File: config.mk
export PLATFORM = sky130hd
export DESIGN_NAME = packed_pattern_unpacker
export DESIGN_NICKNAME = d
export VERILOG_FILES = /design/src/design/ppu_pkg.sv /design/src/design/packed_pattern_unpacker.sv /design/src/design/ppu_width_ram.sv /design/src/design/ppu_out_fifo.sv /design/src/design/ppu_parser.sv
export VERILOG_INCLUDE_DIRS = /design/src /design/src/design
export SDC_FILE = /design/constraint.sdc
export NUM_CORES = 2
export LEC_CHECK = 0
export BUFFER_PORTS_ARGS = -buffer_cell sky130_fd_sc_hd__buf_2
export CORE_MARGIN = 2
export CORE_UTILIZATION = 50
export CTS_BUF_LIST = sky130_fd_sc_hd__clkbuf_8 sky130_fd_sc_hd__clkbuf_16
export CTS_CLUSTER_SIZE = 40
export DETAILED_ROUTE_END_ITERATION = 8
export PLACE_DENSITY_LB_ADDON = 0.05
export SETUP_SLACK_MARGIN = 0.02
export SLEW_MARGIN = 40
export SYNTH_ARGS = -nofsm -noshare
export SYNTH_HDL_FRONTEND = slang
export SYNTH_SLANG_ARGS = --single-unit
export TNS_END_PERCENT = 5
File: constraint.sdc
create_clock -name clk -period 13.8 [get_ports clk]
set_input_delay 1.38 -clock clk [delete_from_list [all_inputs] [get_ports clk]]
set_output_delay 1.38 -clock clk [all_outputs]
set_load 0.005 [all_outputs]
File: src/design/packed_pattern_unpacker_macros.svh
// assertion macros shared by the packed pattern unpacker modules
// depends on nothing; taken in by `include where assertions are written
`ifndef PACKED_PATTERN_UNPACKER_MACROS_SVH
`define PACKED_PATTERN_UNPACKER_MACROS_SVH

// plain clocked check with reset disable
`define PPU_ASSERT(label, clk, rst_n, prop, msg) \
    label: assert property (@(posedge clk) disable iff (!rst_n) (prop)) else $error(msg);

// implication check with reset disable
`define PPU_ASSERT_IMPL(label, clk, rst_n, cond, prop, msg) \
    label: assert property (@(posedge clk) disable iff (!rst_n) (cond) |-> (prop)) \
        else $error(msg);

`endif

File: src/design/ppu_pkg.sv
// package of the packed pattern unpacker: types, codes and constants
// depends on nothing; used by every module of the block
`default_nettype none

package ppu_pkg;

    // width store depth and address width
    localparam int MAX_CHANNELS = 256;
    localparam int CHAN_ADDR_W  = (MAX_CHANNELS > 1) ? $clog2(MAX_CHANNELS) : 1;

    // result queue
    localparam int FIFO_DEPTH = 4;
    localparam int FIFO_PTR_W = $clog2(FIFO_DEPTH);
    localparam int FIFO_CNT_W = $clog2(FIFO_DEPTH + 1);

    // display widths per field
    localparam logic [3:0] NOTE_COLS  = 4'd2;
    localparam logic [3:0] INSTR_COLS = NOTE_COLS + 4'd3;
    localparam logic [3:0] EFF1_COLS  = INSTR_COLS + 4'd5;
    localparam logic [3:0] EFF2_COLS  = EFF1_COLS + 4'd5;

    // configuration register indexes
    localparam logic [1:0] CFG_CHANNEL_COUNT = 2'd0;
    localparam logic [1:0] CFG_ROW_COUNT     = 2'd1;
    localparam logic [1:0] CFG_PACKED_SIZE   = 2'd2;

    // result kinds
    localparam logic KIND_WRITE = 1'b0;
    localparam logic KIND_END   = 1'b1;

    // end status codes
    localparam logic [1:0] ST_OK       = 2'd0;
    localparam logic [1:0] ST_TRAILING = 2'd1;
    localparam logic [1:0] ST_OVERRUN  = 2'd2;
    localparam logic [1:0] ST_INVALID  = 2'd3;

    // field codes
    localparam logic [2:0] FLD_NOTE   = 3'd0;
    localparam logic [2:0] FLD_INSTR  = 3'd1;
    localparam logic [2:0] FLD_EFF1   = 3'd2;
    localparam logic [2:0] FLD_PARAM1 = 3'd3;
    localparam logic [2:0] FLD_EFF2   = 3'd4;
    localparam logic [2:0] FLD_PARAM2 = 3'd5;

    typedef enum logic [2:0] {
        PH_START,
        PH_CHAN,
        PH_FLAGS,
        PH_FIELD,
        PH_DROP
    } phase_t;

    typedef struct packed {
        logic [7:0]  channel_count;
        logic [15:0] row_count;
        logic [31:0] packed_size;
    } cfg_t;

    typedef struct packed {
        logic        kind;
        logic [15:0] row_index;
        logic [7:0]  channel_index;
        logic [2:0]  field_code;
        logic [7:0]  field_value;
        logic [3:0]  column_width;
        logic [1:0]  status;
        logic [31:0] extra_bytes;
        logic        last;
    } result_t;

    typedef struct packed {
        logic                   clear;
        logic                   rd_en;
        logic [CHAN_ADDR_W-1:0] rd_addr;
        logic                   wr_en;
        logic [CHAN_ADDR_W-1:0] wr_addr;
        logic [3:0]             wr_data;
    } ram_req_t;

    // minimum display width implied by a field
    function automatic logic [3:0] width_for_field(input logic [2:0] code);
        logic [3:0] w;
        case (code)
            FLD_NOTE:   w = NOTE_COLS;
            FLD_INSTR:  w = INSTR_COLS;
            FLD_EFF1:   w = EFF1_COLS;
            FLD_PARAM1: w = EFF1_COLS;
            FLD_EFF2:   w = EFF2_COLS;
            FLD_PARAM2: w = EFF2_COLS;
            default:    w = EFF2_COLS;
        endcase
        return w;
    endfunction

endpackage

`default_nettype wire

File: src/design/packed_pattern_unpacker.sv
// top level of the packed pattern unpacker: config registers and wiring
// depends on ppu_pkg, ppu_width_ram, ppu_parser and ppu_out_fifo
`default_nettype none

// Takes one packed pattern byte per cycle while in_ready is high and gives
// field writes and an end report per pattern. The parser state and the
// 256 x 4 channel width ram (registered read, issued on the channel byte and
// used from the flags byte on) never stall the input. A byte that ends an
// entry and the pattern together gives two results, and the output side then
// gives them one at a time: in_ready is low while fewer than two of the
// four result queue slots are free, so a held output stalls input after two
// to three bytes that give results. Width store clearing at each pattern
// start is done by dropping all per-channel valid bits at once, so there is
// no clearing pass. Configuration writes are always ready and are registered.
module packed_pattern_unpacker (
    input  wire logic        clk,
    input  wire logic        rst_n,
    input  wire logic        in_valid,
    output logic             in_ready,
    input  wire logic [7:0]  data_byte,
    output logic             out_valid,
    input  wire logic        out_ready,
    output logic             kind,
    output logic [15:0]      row_index,
    output logic [7:0]       channel_index,
    output logic [2:0]       field_code,
    output logic [7:0]       field_value,
    output logic [3:0]       column_width,
    output logic [1:0]       status,
    output logic [31:0]      extra_bytes,
    output logic             last,
    input  wire logic        cfg_valid,
    output logic             cfg_ready,
    input  wire logic [1:0]  cfg_index,
    input  wire logic [31:0] cfg_data
);

    ppu_pkg::cfg_t     cfg_reg;
    ppu_pkg::ram_req_t ram_req;
    ppu_pkg::result_t  res0, res1, head;
    logic [3:0]        rd_width;
    logic [1:0]        push_cnt;
    logic              room;
    logic              accept;

    assign cfg_ready = 1'b1;
    assign in_ready  = room;
    assign accept    = in_valid && room;

    // configuration registers
    always_ff @(posedge clk or negedge rst_n)
    begin
        if (!rst_n)
        begin
            cfg_reg.channel_count <= 8'd4;
            cfg_reg.row_count     <= 16'd64;
            cfg_reg.packed_size   <= 32'd0;
        end
        else if (cfg_valid)
        begin
            case (cfg_index)
                ppu_pkg::CFG_CHANNEL_COUNT: cfg_reg.channel_count <= cfg_data[7:0];
                ppu_pkg::CFG_ROW_COUNT:     cfg_reg.row_count     <= cfg_data[15:0];
                ppu_pkg::CFG_PACKED_SIZE:   cfg_reg.packed_size   <= cfg_data;
                default:                    cfg_reg               <= cfg_reg;
            endcase
        end
    end

    ppu_width_ram u_width_ram (
        .clk      (clk),
        .rst_n    (rst_n),
        .req      (ram_req),
        .rd_width (rd_width)
    );

    ppu_parser u_parser (
        .clk       (clk),
        .rst_n     (rst_n),
        .cfg       (cfg_reg),
        .accept    (accept),
        .data_byte (data_byte),
        .rd_width  (rd_width),
        .ram_req   (ram_req),
        .push_cnt  (push_cnt),
        .res0      (res0),
        .res1      (res1)
    );

    ppu_out_fifo u_out_fifo (
        .clk       (clk),
        .rst_n     (rst_n),
        .push_cnt  (push_cnt),
        .res0      (res0),
        .res1      (res1),
        .room      (room),
        .out_valid (out_valid),
        .out_ready (out_ready),
        .head      (head)
    );

    // result item fields
    assign kind          = head.kind;
    assign row_index     = head.row_index;
    assign channel_index = head.channel_index;
    assign field_code    = head.field_code;
    assign field_value   = head.field_value;
    assign column_width  = head.column_width;
    assign status        = head.status;
    assign extra_bytes   = head.extra_bytes;
    assign last          = head.last;

endmodule

`default_nettype wire

File: src/design/ppu_width_ram.sv
// per-channel display width store: synchronous ram with registered read
// depends on ppu_pkg; valid bits give the cleared value after a pattern start
`default_nettype none

module ppu_width_ram (
    input  wire logic             clk,
    input  wire logic             rst_n,
    input  wire ppu_pkg::ram_req_t req,
    output logic [3:0]            rd_width
);

    logic [3:0]                      mem [ppu_pkg::MAX_CHANNELS];
    logic [ppu_pkg::MAX_CHANNELS-1:0] valid_reg;
    logic [3:0]                      rd_data_reg;
    logic                            rd_valid_reg;

    // storage array, no reset
    always_ff @(posedge clk)
    begin
        if (req.wr_en)
        begin
            mem[req.wr_addr] <= req.wr_data;
        end
        if (req.rd_en)
        begin
            rd_data_reg <= mem[req.rd_addr];
        end
    end

    // entry valid bits, all dropped at once on clear
    always_ff @(posedge clk or negedge rst_n)
    begin
        if (!rst_n)
        begin
            valid_reg    <= '0;
            rd_valid_reg <= 1'b0;
        end
        else
        begin
            if (req.clear)
            begin
                valid_reg <= '0;
            end
            else if (req.wr_en)
            begin
                valid_reg[req.wr_addr] <= 1'b1;
            end
            if (req.rd_en)
            begin
                rd_valid_reg <= req.clear ? 1'b0 : valid_reg[req.rd_addr];
            end
        end
    end

    // entry never written since the clear reads as zero
    assign rd_width = rd_valid_reg ? rd_data_reg : 4'd0;

endmodule

`default_nettype wire

File: src/design/ppu_out_fifo.sv
// result queue taking up to two results per cycle and giving one while out_ready is high
// depends on ppu_pkg
`default_nettype none
`include "packed_pattern_unpacker_macros.svh"

module ppu_out_fifo (
    input  wire logic            clk,
    input  wire logic            rst_n,
    input  wire logic [1:0]      push_cnt,
    input  wire ppu_pkg::result_t res0,
    input  wire ppu_pkg::result_t res1,
    output logic                 room,
    output logic                 out_valid,
    input  wire logic            out_ready,
    output ppu_pkg::result_t     head
);

    ppu_pkg::result_t                entry_reg [ppu_pkg::FIFO_DEPTH];
    logic [ppu_pkg::FIFO_PTR_W-1:0] wr_ptr_reg, wr_ptr_next;
    logic [ppu_pkg::FIFO_PTR_W-1:0] rd_ptr_reg, rd_ptr_next;
    logic [ppu_pkg::FIFO_CNT_W-1:0] count_reg, count_next;
    logic [ppu_pkg::FIFO_PTR_W-1:0] wr_ptr_inc;
    logic                            pop;

    assign out_valid  = (count_reg != '0);
    assign head       = entry_reg[rd_ptr_reg];
    assign pop        = out_valid && out_ready;
    assign room       = (count_reg <= ppu_pkg::FIFO_CNT_W'(ppu_pkg::FIFO_DEPTH - 2));
    assign wr_ptr_inc = wr_ptr_reg + ppu_pkg::FIFO_PTR_W'(1);

    // pointer and count update
    always_comb
    begin
        wr_ptr_next = wr_ptr_reg + ppu_pkg::FIFO_PTR_W'(push_cnt);
        rd_ptr_next = pop ? rd_ptr_reg + ppu_pkg::FIFO_PTR_W'(1) : rd_ptr_reg;
        count_next  = count_reg + ppu_pkg::FIFO_CNT_W'(push_cnt)
                      - ppu_pkg::FIFO_CNT_W'(pop);
    end

    always_ff @(posedge clk or negedge rst_n)
    begin
        if (!rst_n)
        begin
            wr_ptr_reg <= '0;
            rd_ptr_reg <= '0;
            count_reg  <= '0;
        end
        else
        begin
            wr_ptr_reg <= wr_ptr_next;
            rd_ptr_reg <= rd_ptr_next;
            count_reg  <= count_next;
        end
    end

    // each slot takes the first or the second result of the cycle
    always_ff @(posedge clk)
    begin
        for (int i = 0; i < ppu_pkg::FIFO_DEPTH; i++)
        begin
            if (push_cnt != 2'd0 && wr_ptr_reg == ppu_pkg::FIFO_PTR_W'(i))
            begin
                entry_reg[i] <= res0;
            end
            else if (push_cnt == 2'd2 && wr_ptr_inc == ppu_pkg::FIFO_PTR_W'(i))
            begin
                entry_reg[i] <= res1;
            end
        end
    end

    `PPU_ASSERT(a_count_bound, clk, rst_n, count_reg <= ppu_pkg::FIFO_CNT_W'(ppu_pkg::FIFO_DEPTH), "result queue count beyond depth")
    `PPU_ASSERT_IMPL(a_push_room, clk, rst_n, push_cnt != 2'd0, room, "results pushed without room")

endmodule

`default_nettype wire

File: src/design/ppu_parser.sv
// byte parser of the packed pattern: phase, row, budget and channel tracking
// depends on ppu_pkg; drives the width ram and the result queue
`default_nettype none
`include "packed_pattern_unpacker_macros.svh"

module ppu_parser (
    input  wire logic            clk,
    input  wire logic            rst_n,
    input  wire ppu_pkg::cfg_t   cfg,
    input  wire logic            accept,
    input  wire logic [7:0]      data_byte,
    input  wire logic [3:0]      rd_width,
    output ppu_pkg::ram_req_t    ram_req,
    output logic [1:0]           push_cnt,
    output ppu_pkg::result_t     res0,
    output ppu_pkg::result_t     res1
);

    ppu_pkg::phase_t phase_reg, phase_next;
    ppu_pkg::phase_t work;
    logic [15:0]     row_reg, row_next;
    logic [32:0]     bl_reg, bl_next;
    logic [7:0]      chan_reg, chan_next;
    logic [5:0]      flags_reg, flags_next;
    logic [3:0]      cur_w_reg, cur_w_next;

    logic            start, empty_start;
    logic [32:0]     eff_bl, bl_dec, bl_neg;
    logic [15:0]     eff_row, row_inc, chk_row;
    logic            dec_pos, dec_neg, end_hit;
    logic [1:0]      end_status;
    logic [31:0]     end_extra;
    ppu_pkg::phase_t end_phase;
    logic [2:0]      code;
    logic [5:0]      flags_clr;
    logic [3:0]      need_w, new_w;
    logic            chan_bad;
    ppu_pkg::result_t wr_res, end_res;

    // budget and row seen by this byte
    assign start       = (phase_reg == ppu_pkg::PH_START);
    assign empty_start = (cfg.packed_size == 32'd0) || (cfg.row_count == 16'd0)
                         || (cfg.channel_count == 8'd0);
    assign eff_bl      = start ? {1'b0, cfg.packed_size} : bl_reg;
    assign eff_row     = start ? 16'd0 : row_reg;
    assign bl_dec      = eff_bl - 33'd1;
    assign bl_neg      = ~eff_bl + 33'd2;
    assign dec_neg     = bl_dec[32];
    assign dec_pos     = !bl_dec[32] && (bl_dec != 33'd0);
    assign row_inc     = eff_row + 16'd1;
    assign chan_bad    = (chan_reg >= cfg.channel_count)
                         || ({1'b0, chan_reg} >= 9'(ppu_pkg::MAX_CHANNELS));

    // end check at an entry boundary; only a row byte advances the row
    always_comb
    begin
        chk_row = ((start || phase_reg == ppu_pkg::PH_CHAN) && (data_byte == 8'd0))
                  ? row_inc : eff_row;
        end_hit = !(dec_pos && (chk_row < cfg.row_count) && (cfg.channel_count != 8'd0));
        if (dec_neg)
        begin
            end_status = ppu_pkg::ST_OVERRUN;
            end_extra  = bl_neg[31:0];
            end_phase  = ppu_pkg::PH_START;
        end
        else if (dec_pos)
        begin
            end_status = ppu_pkg::ST_TRAILING;
            end_extra  = bl_dec[31:0];
            end_phase  = ppu_pkg::PH_DROP;
        end
        else
        begin
            end_status = ppu_pkg::ST_OK;
            end_extra  = 32'd0;
            end_phase  = ppu_pkg::PH_START;
        end
    end

    // lowest pending field and the grown width
    always_comb
    begin
        code = ppu_pkg::FLD_PARAM2;
        for (int i = 5; i >= 0; i--)
        begin
            if (flags_reg[i])
            begin
                code = 3'(i);
            end
        end
        flags_clr = flags_reg & ~(6'd1 << code);
        need_w    = ppu_pkg::width_for_field(code);
        new_w     = (cur_w_reg < need_w) ? need_w : cur_w_reg;
    end

    // field write result
    always_comb
    begin
        wr_res               = '0;
        wr_res.kind          = ppu_pkg::KIND_WRITE;
        wr_res.row_index     = row_reg;
        wr_res.channel_index = chan_reg;
        wr_res.field_code    = code;
        wr_res.field_value   = data_byte;
        wr_res.column_width  = new_w;
    end

    // phase sequencing and results
    always_comb
    begin
        phase_next = phase_reg;
        row_next   = row_reg;
        bl_next    = bl_reg;
        chan_next  = chan_reg;
        flags_next = flags_reg;
        cur_w_next = cur_w_reg;
        push_cnt   = 2'd0;
        res1       = '0;
        end_res             = '0;
        end_res.kind        = ppu_pkg::KIND_END;
        end_res.status      = end_status;
        end_res.extra_bytes = end_extra;
        end_res.last        = 1'b1;
        res0       = end_res;
        work       = start ? ppu_pkg::PH_CHAN : phase_reg;
        ram_req         = '0;
        ram_req.clear   = accept && start;
        ram_req.rd_addr = ppu_pkg::CHAN_ADDR_W'(data_byte - 8'd1);
        ram_req.wr_addr = ppu_pkg::CHAN_ADDR_W'(chan_reg);
        ram_req.wr_data = new_w;

        if (start)
        begin
            row_next   = 16'd0;
            chan_next  = 8'd0;
            flags_next = 6'd0;
        end

        if (accept)
        begin
            if (start && empty_start)
            begin
                // nothing to parse: report at once, rest of budget dropped
                push_cnt = 2'd1;
                if (cfg.packed_size != 32'd0 && cfg.row_count != 16'd0)
                begin
                    res0.status      = ppu_pkg::ST_TRAILING;
                    res0.extra_bytes = cfg.packed_size;
                end
                else
                begin
                    res0.status      = ppu_pkg::ST_OK;
                    res0.extra_bytes = 32'd0;
                end
                bl_next    = (cfg.packed_size == 32'd0) ? 33'd0 : bl_dec;
                phase_next = dec_pos ? ppu_pkg::PH_DROP : ppu_pkg::PH_START;
            end
            else
            begin
                bl_next = bl_dec;
                case (work)
                    ppu_pkg::PH_CHAN:
                    begin
                        if (data_byte == 8'd0)
                        begin
                            row_next   = row_inc;
                            phase_next = ppu_pkg::PH_CHAN;
                            if (end_hit)
                            begin
                                push_cnt   = 2'd1;
                                phase_next = end_phase;
                            end
                        end
                        else
                        begin
                            chan_next     = data_byte - 8'd1;
                            phase_next    = ppu_pkg::PH_FLAGS;
                            ram_req.rd_en = 1'b1;
                        end
                    end
                    ppu_pkg::PH_FLAGS:
                    begin
                        if (chan_bad)
                        begin
                            push_cnt         = 2'd1;
                            res0.status      = ppu_pkg::ST_INVALID;
                            res0.extra_bytes = dec_pos ? bl_dec[31:0] : 32'd0;
                            phase_next       = dec_pos ? ppu_pkg::PH_DROP
                                                       : ppu_pkg::PH_START;
                        end
                        else
                        begin
                            flags_next = data_byte[5:0];
                            cur_w_next = rd_width;
                            if (data_byte[5:0] == 6'd0)
                            begin
                                phase_next = ppu_pkg::PH_CHAN;
                                if (end_hit)
                                begin
                                    push_cnt   = 2'd1;
                                    phase_next = end_phase;
                                end
                            end
                            else
                            begin
                                phase_next = ppu_pkg::PH_FIELD;
                            end
                        end
                    end
                    ppu_pkg::PH_FIELD:
                    begin
                        flags_next    = flags_clr;
                        cur_w_next    = new_w;
                        ram_req.wr_en = 1'b1;
                        res0          = wr_res;
                        res0.last     = 1'b1;
                        push_cnt      = 2'd1;
                        if (flags_clr == 6'd0)
                        begin
                            phase_next = ppu_pkg::PH_CHAN;
                            if (end_hit)
                            begin
                                res0.last  = 1'b0;
                                res1       = end_res;
                                push_cnt   = 2'd2;
                                phase_next = end_phase;
                            end
                        end
                    end
                    ppu_pkg::PH_DROP:
                    begin
                        if (!dec_pos)
                        begin
                            phase_next = ppu_pkg::PH_START;
                        end
                    end
                    default:
                    begin
                        phase_next = ppu_pkg::PH_START;
                    end
                endcase
            end
        end
        else
        begin
            // hold everything while no item arrives
            row_next   = row_reg;
            chan_next  = chan_reg;
            flags_next = flags_reg;
        end
    end

    // state register
    always_ff @(posedge clk or negedge rst_n)
    begin
        if (!rst_n)
        begin
            phase_reg <= ppu_pkg::PH_START;
            row_reg   <= 16'd0;
            bl_reg    <= 33'd0;
            chan_reg  <= 8'd0;
            flags_reg <= 6'd0;
            cur_w_reg <= 4'd0;
        end
        else
        begin
            phase_reg <= phase_next;
            row_reg   <= row_next;
            bl_reg    <= bl_next;
            chan_reg  <= chan_next;
            flags_reg <= flags_next;
            cur_w_reg <= cur_w_next;
        end
    end

    `PPU_ASSERT_IMPL(a_field_flags, clk, rst_n, phase_reg == ppu_pkg::PH_FIELD, flags_reg != 6'd0, "field phase with no pending flags")
    `PPU_ASSERT_IMPL(a_drop_budget, clk, rst_n, phase_reg == ppu_pkg::PH_DROP, !bl_reg[32] && bl_reg != 33'd0, "drop phase with no budget left")
    `PPU_ASSERT_IMPL(a_pair_order, clk, rst_n, push_cnt == 2'd2, res0.kind == ppu_pkg::KIND_WRITE && res1.kind == ppu_pkg::KIND_END && ram_req.wr_en, "result pair out of order")

endmodule

`default_nettype wire
Word-level counts from Yosys, hierarchy flattened
Memories as Yosys holds them, arrays and structs flattened. A register that Yosys moved wholly into a read port is not among the register bits.
Index checks and enable logic that the tools add are counted.
W data, S select, Z words.
{"block": "classes", "add_sub_neg": 9, "n_lt_le_gt_ge": 7, "n_eq_ne": 20, "n_shift": 1, "n_mux": 112, "n_bitwise": 9, "n_reduce_logical": 49}
{"cell": "$mux W75", "count": 12}
{"cell": "$mux W256", "count": 2}
{"cell": "$or A256 B256 Y256", "count": 1}
{"cell": "$reduce_or A75 Y1", "count": 2}
{"cell": "$mux W33", "count": 4}
{"cell": "$mux W16", "count": 5}
{"cell": "$mux W40", "count": 2}
{"cell": "$mux W34", "count": 2}
{"cell": "$pmux W34 S2", "count": 1}
{"cell": "$mux W32", "count": 2}
{"cell": "$mux W3", "count": 14}
{"cell": "$mux W1", "count": 41}
{"cell": "$reduce_bool A33 Y1", "count": 1}
{"cell": "$sub A33 B1 Y33 const B", "count": 1}
{"cell": "$add A32 B2 Y32 const B", "count": 1}
{"cell": "$logic_not A32 Y1", "count": 1}
{"cell": "$mux W8", "count": 4}
{"cell": "$not A32 Y32", "count": 1}
{"cell": "$reduce_bool A32 Y1", "count": 1}
{"cell": "$mux W2", "count": 10}
{"cell": "$logic_and A1 B1 Y1", "count": 18}
{"cell": "$lt A8 B9 Y1 const B", "count": 2}
{"cell": "$mux W6", "count": 3}
{"cell": "$add A16 B1 Y16 const B", "count": 1}
{"cell": "other kinds (46)", "count": 75}
{"block": "word_totals", "reg_bits": 390, "ramBits": 1324, "in_bits": 47, "output_inout_bits": 78, "word_cells": 223, "mem_count": 2}
{"memory": "u_width_ram.mem", "depth": 256, "word_bits": 4, "read_ports": 1, "rd_clocked_by_memory_dff": 1, "write_ports": 1, "line": "ppu_width_ram.sv:12", "source": "logic [3:0] mem [ppu_pkg::MAX_CHANNELS];"}
{"memory": "u_out_fifo.entry_reg", "depth": 4, "word_bits": 75, "read_ports": 1, "rd_clocked_by_memory_dff": 0, "write_ports": 2, "line": "ppu_out_fifo.sv:18", "source": "ppu_pkg::result_t entry_reg [ppu_pkg::FIFO_DEPTH];"}

Logic depth before layout (Yosys ltp)
{"block": "depth", "ltp_word": 21, "mapped_depth": 35, "ltp_nobuf": 27}

Hierarchy
Synthesis repeated with hierarchy kept, for this count alone.
{"block": "hier_totals", "hier_cells": 4855, "hier_area_um2": 76930.0}
{"mod": "ppu_width_ram", "instances": 1, "cells_each": 2814, "area_per_inst_um2": 51040.2, "seq_area_each_um2": 37300.8}
{"mod": "ppu_out_fifo", "instances": 1, "cells_each": 768, "area_per_inst_um2": 14888.0, "seq_area_each_um2": 9183.8}
{"mod": "ppu_parser", "instances": 1, "cells_each": 1151, "area_per_inst_um2": 8851.0, "seq_area_each_um2": 1751.7}
{"mod": "packed_pattern_unpacker", "instances": 1, "cells_each": 122, "area_per_inst_um2": 2150.8, "seq_area_each_um2": 1403.8}

Worst setup path after synthesis
OpenSTA, ideal clock, no wires.
{"block": "synth_path", "path_kind": "input-to-reg", "startpoint": "in data_byte[0]", "endpoint": "mem u_out_fifo.entry_reg[3][0] in the netlist's numbering (enable)", "setup_ns": 0.623, "t_arrival_ns": 11.345, "required_time_ns": 13.177, "slack_ns": 1.832, "stages": 21, "n_path_buf": 4, "cell_sequence": "clkbuf_1 -> clkbuf_1 -> buf_2 -> inv_1 -> ha_1 -> nand3_1 -> nor4_1 -> clkbuf_1 -> nand4_1 -> or3_1 -> a21oi_1 -> ha_1 -> a21o_1 -> a21o_1 -> a21o_1 -> a21oi_1 -> a21oi_1 -> a211o_1 -> or4_1 -> a41o_1 -> a21boi_0"}
{"item": "from (decl)", "line": "packed_pattern_unpacker.sv:20", "source": "input wire logic [7:0] data_byte,"}
{"item": "to (decl)", "line": "ppu_out_fifo.sv:18"}

==> impl_results.rst <==
.. list-table::
   :header-rows: 1

   * - Metric
     - Value
   * - Source-to-sink clock delay at the later pin of the worst-skew pair
     - approximately 800 ps
   * - Post-Syn Area per Cell
     - about 15 um2
   * - Multi-input gate area
     - ~24000 um2
   * - Pin count of the biggest net entering global routing
     - between 150 and 200
   * - Number of I/O pins
     - 125
   * - Netlist Area Pre-Place
     - about 74000 um2
   * - Worst Tran Pin Value
     - around 860 ps
   * - Post-synth EDFFs
     - between 1000 and 1500
   * - CTS root buffer
     - sky130_fd_sc_hd__clkbuf_16
   * - Resized cells post-CTS
     - 0
   * - Fin crit share
     - 0.5000
   * - Number of hold-repair buffers added at the cts stage
     - 0
   * - Setup repair after global routing missed its margin
     - false
   * - Most common cell on crit path
     - sky130_fd_sc_hd__buf_4
   * - Via count of the first global-routing pass
     - about 43000
   * - Switching power total
     - around 0.0054 W
   * - Horizontal extent of the die
     - approximately 390 um
   * - Layout cells sized above 1
     - 0.2226
   * - Leakage
     - between 20 and 30 nW
   * - Worst-case register-to-register setup slack
     - between 7000 and 8000 ps
   * - Switching Fraction
     - 0.3299
   * - Total negative setup slack
     - 0 ps
   * - Initial cell density of the core
     - 0.5027
   * - Post-layout nets
     - between 5000 and 6000
   * - Power density relative to cell area
     - slightly below 200 nW/um2
   * - Remaining design rule violation count
     - 0
   * - Slowest CP cell
     - sky130_fd_sc_hd__buf_4
   * - Post-synthesis cell count
     - 4832
   * - Critical path start-end classification
     - in2reg
   * - Via Count
     - 43020
   * - Sequential fraction of the synthesis area
     - 0.6650
   * - WL per Instance
     - approximately 28 um
   * - Tmin final
     - 6900 ps
   * - Arrival @ worst endpoint
     - roughly 7300 ps
   * - CTS sink cnt
     - 1718
   * - Required time reported for the critical path endpoint
     - between 10000 and 15000 ps
   * - TritonCTS buffer count
     - 181
   * - Fin. Hold Viols
     - 0
   * - Number of antenna violations at the first check in global routing
     - 3
   * - FP Rows
     - ~140
   * - Total global routing track utilization
     - 0.2630
   * - Number of nets with antenna violations after detailed routing
     - 0
   * - Pre-CTS setup slack
     - about 6000 ps
   * - Floorplan die height
     - roughly 400 um
   * - Async set or reset register ratio after synthesis
     - 0.2270
   * - Residual overflow from global routing
     - 0
   * - Max FFs per register
     - ~1000
   * - Synthesis-stage register bit count
     - 1718
   * - Depth of the worst register-to-register path
     - 13
   * - Capturing point of the worst reg2reg path
     - u_out_fifo.entry_reg[0][26]$_DFFE_PP_
   * - Final setup vio count
     - 0
   * - Worst-path maximum fanout
     - 40
   * - Maximum level of the CTS H-tree
     - 4
   * - DRC violation total after the first TritonRoute iteration
     - 3979
   * - MaxCap Viol Count
     - 0
   * - First-pass GRT wire length
     - between 200000 and 300000 um
   * - Slack of the critical path
     - 6900 ps
   * - Final count of pins violating max slew
     - 0
   * - Headroom to the max-slew limit
     - 0.4219
   * - Critical path endpoint
     - u_out_fifo.entry_reg[3][29]$_DFFE_PP_
   * - Launch point of the critical path
     - data_byte[0]
   * - Distinct cell type count of the synthesized netlist
     - 93
   * - Min-delay worst type
     - reg2reg
   * - WL final
     - 196400 um
   * - Critical Path Stages
     - 23
   * - Number of post-CTS setup repair buffers
     - 0
   * - Tot Pwr
     - 0.01623 W
   * - Clock Tree Buf Depth
     - 3
   * - Register area
     - ~50000 um2
   * - Relative contribution of sequential cells to total power
     - 0.437
   * - Number of warnings reported in the yosys synthesis log
     - 0
   * - Yosys top cell by area
     - sky130_fd_sc_hd__edfxtp_1
   * - Run status
     - complete, no violations
   * - First drt pass iteration count
     - 5
   * - Critical Path Start Type
     - input pin
   * - Clock transition at the registers of the reported paths
     - ~60 ps
   * - Max VDD drop
     - 0.2637 mV
   * - Antenna cells
     - 0
   * - CP Buf/Inv Count
     - 5
   * - Pint
     - 0.01087 W
   * - Combinational share of power
     - 0.267
   * - Crit. End Element
     - flip-flop
   * - Worst setup skew after layout
     - about 24 ps
   * - Yosys top cell area share
     - 0.5227
   * - # port buffers
     - approximately 120
   * - Vias/cell
     - around 6.1
   * - Overall die area
     - roughly 150000 um2
   * - Leading post-synthesis cells by cell area
     - sky130_fd_sc_hd__edfxtp_1, sky130_fd_sc_hd__mux4_2, sky130_fd_sc_hd__dfrtp_1
   * - Area Growth Syn to Fin
     - 12.29%
   * - Critical path cell sequence
     - buf_8, inv_1, ha_4, nand3_1, nor4_2, buf_4, nand4_1, nor2_1, nand3_1, xor2_1, nor2_1, ha_1, a21o_1, a21oi_1, nor2b_1, o21ai_0, a21oi_1, a211o_1, or4_1, a41o_1, a21boi_4, buf_4, buf_4
   * - Placer Congestion
     - around 0.93
   * - Maximum cell stage delay along the critical path
     - approximately 630 ps
   * - Reg-to-Reg Start
     - u_parser.phase_reg[2]$_DFFE_PN0P_
   * - Clock network power share
     - 0.296
   * - Synth Net Count
     - 4914
   * - HPWL reported at the end of detailed placement
     - 123900 um
   * - Cell type group with the largest total delay on the critical path
     - simple AND/OR/NAND/NOR gates
   * - Maximum clock frequency
     - between 0.1 and 0.15 GHz
   * - Dominant register cell in the synthesized netlist
     - sky130_fd_sc_hd__edfxtp_1
   * - TritonCTS clock tree
     - built
   * - Core region area
     - 147300 um2
   * - Number of fill cells in the layout
     - approximately 12000
## worst reg2reg max path, delay by kind of cell (launching register included)
family	cells	cell delay [ps]
buffers and inverters	5	2770
AND/OR/NAND/NOR	4	1700
AO/OA/AOI/OAI	4	1240
flip-flops	1	520
## per-layer routing
layer / track usage / vias up / part of all wire
met5: 0 / - / 0
met4: 0.07040 / 0 / 0.025
met3: 0.04003 / 279 / 0.060
met2: 0.4273 / 1497 / 0.49
met1: 0.3750 / 22450 / 0.43
li1: - / 18800 / -
## worst min-delay path by stage
stage               slack, ps  cells past startpoint                                startpoint                                  endpoint
floorplan                 430                      2  u_out_fifo.entry_reg[2][66]$_SDFFE_PN0P_  u_out_fifo.entry_reg[2][66]$_SDFFE_PN0P_
global placement          440                      2  u_out_fifo.entry_reg[2][54]$_SDFFE_PN0P_  u_out_fifo.entry_reg[2][54]$_SDFFE_PN0P_
detailed placement        450                      2  u_out_fifo.entry_reg[2][64]$_SDFFE_PN0P_  u_out_fifo.entry_reg[2][64]$_SDFFE_PN0P_
CTS                       460                      2  u_out_fifo.entry_reg[2][64]$_SDFFE_PN0P_  u_out_fifo.entry_reg[2][64]$_SDFFE_PN0P_
global route              470                      2  u_out_fifo.entry_reg[2][64]$_SDFFE_PN0P_  u_out_fifo.entry_reg[2][64]$_SDFFE_PN0P_
finish                    460                      2  u_out_fifo.entry_reg[2][64]$_SDFFE_PN0P_  u_out_fifo.entry_reg[2][64]$_SDFFE_PN0P_
## area by class of cell
cell class / count / area share
Sequential cell: 1718 / 0.5923
Multi-Input combinational cell: 2741 / 0.2837
Clock buffer: 212 / 0.06054
Tap cell: 1930 / 0.02904
Timing Repair Buffer: 230 / 0.02066
Clock inverter: 124 / 0.01077
Inverter: 55 / 0.002964
## cells in the final DEF, fill, tap and decap left out, types with 34 or more instances in the layout
cell type,n
sky130_fd_sc_hd__edfxtp_1,1289
sky130_fd_sc_hd__nor2_1,892
sky130_fd_sc_hd__mux4_2,499
sky130_fd_sc_hd__dfrtp_1,386
sky130_fd_sc_hd__nand2_1,257
sky130_fd_sc_hd__o21ai_0,197
sky130_fd_sc_hd__clkbuf_16,188
sky130_fd_sc_hd__buf_2,121
sky130_fd_sc_hd__inv_1,106
sky130_fd_sc_hd__and3_1,95
sky130_fd_sc_hd__buf_4,78
sky130_fd_sc_hd__a21oi_1,58
sky130_fd_sc_hd__nand3_1,54
sky130_fd_sc_hd__mux2_2,53
sky130_fd_sc_hd__nand4_1,52
sky130_fd_sc_hd__dfxtp_1,39
sky130_fd_sc_hd__mux2i_1,37
sky130_fd_sc_hd__nor4_1,34
sky130_fd_sc_hd__a22o_1,34
## logic make-up after synthesis
group	Yosys count	synth area share
simple gates	1534	0.09083
flops	1718	0.6650
compound gates	519	0.04585
mux	592	0.1653
buf+inv	373	0.01983
other cells	1	0.00005064
xor+xnor	59	0.006978
fa+ha+maj	36	0.006150
## cells in the mapped netlist (all sizes together) (41+ instances only)
library cell,instances
a21oi,59
and3,95
buf,78
clkbuf,240
dfrtp,388
edfxtp,1289
inv,55
mux2,54
mux4,499
nand2,260
nand3,58
nand4,53
nor2,900
nor4,41
o21ai,207
## through the flow
step                cells  hold WS, ps    util  cell area (um2)
CTS                  7005        457.9  0.5635            83010
floorplan            4832        425.2       -            74060
detailed placement   6669        448.2  0.5232            77080
global placement     6662        441.1  0.5214            76810
global route         7010        465.2  0.5645            83160
finish               7010        458.2  0.5645            83160
## power by group through the flow
stage / combinational [W] / sequential, W / clock (W)
after floorplan: 0.00260 / 0.00719 / 0
after CTS: 0.00427 / 0.00710 / 0.00490
final: 0.00434 / 0.00709 / 0.00480
after global routing: 0.00471 / 0.00712 / 0.00510
after global placement: 0.00414 / 0.00721 / 0
after detailed placement: 0.00427 / 0.00720 / 0
No activity file was read; power rests on OpenSTA's default activity.
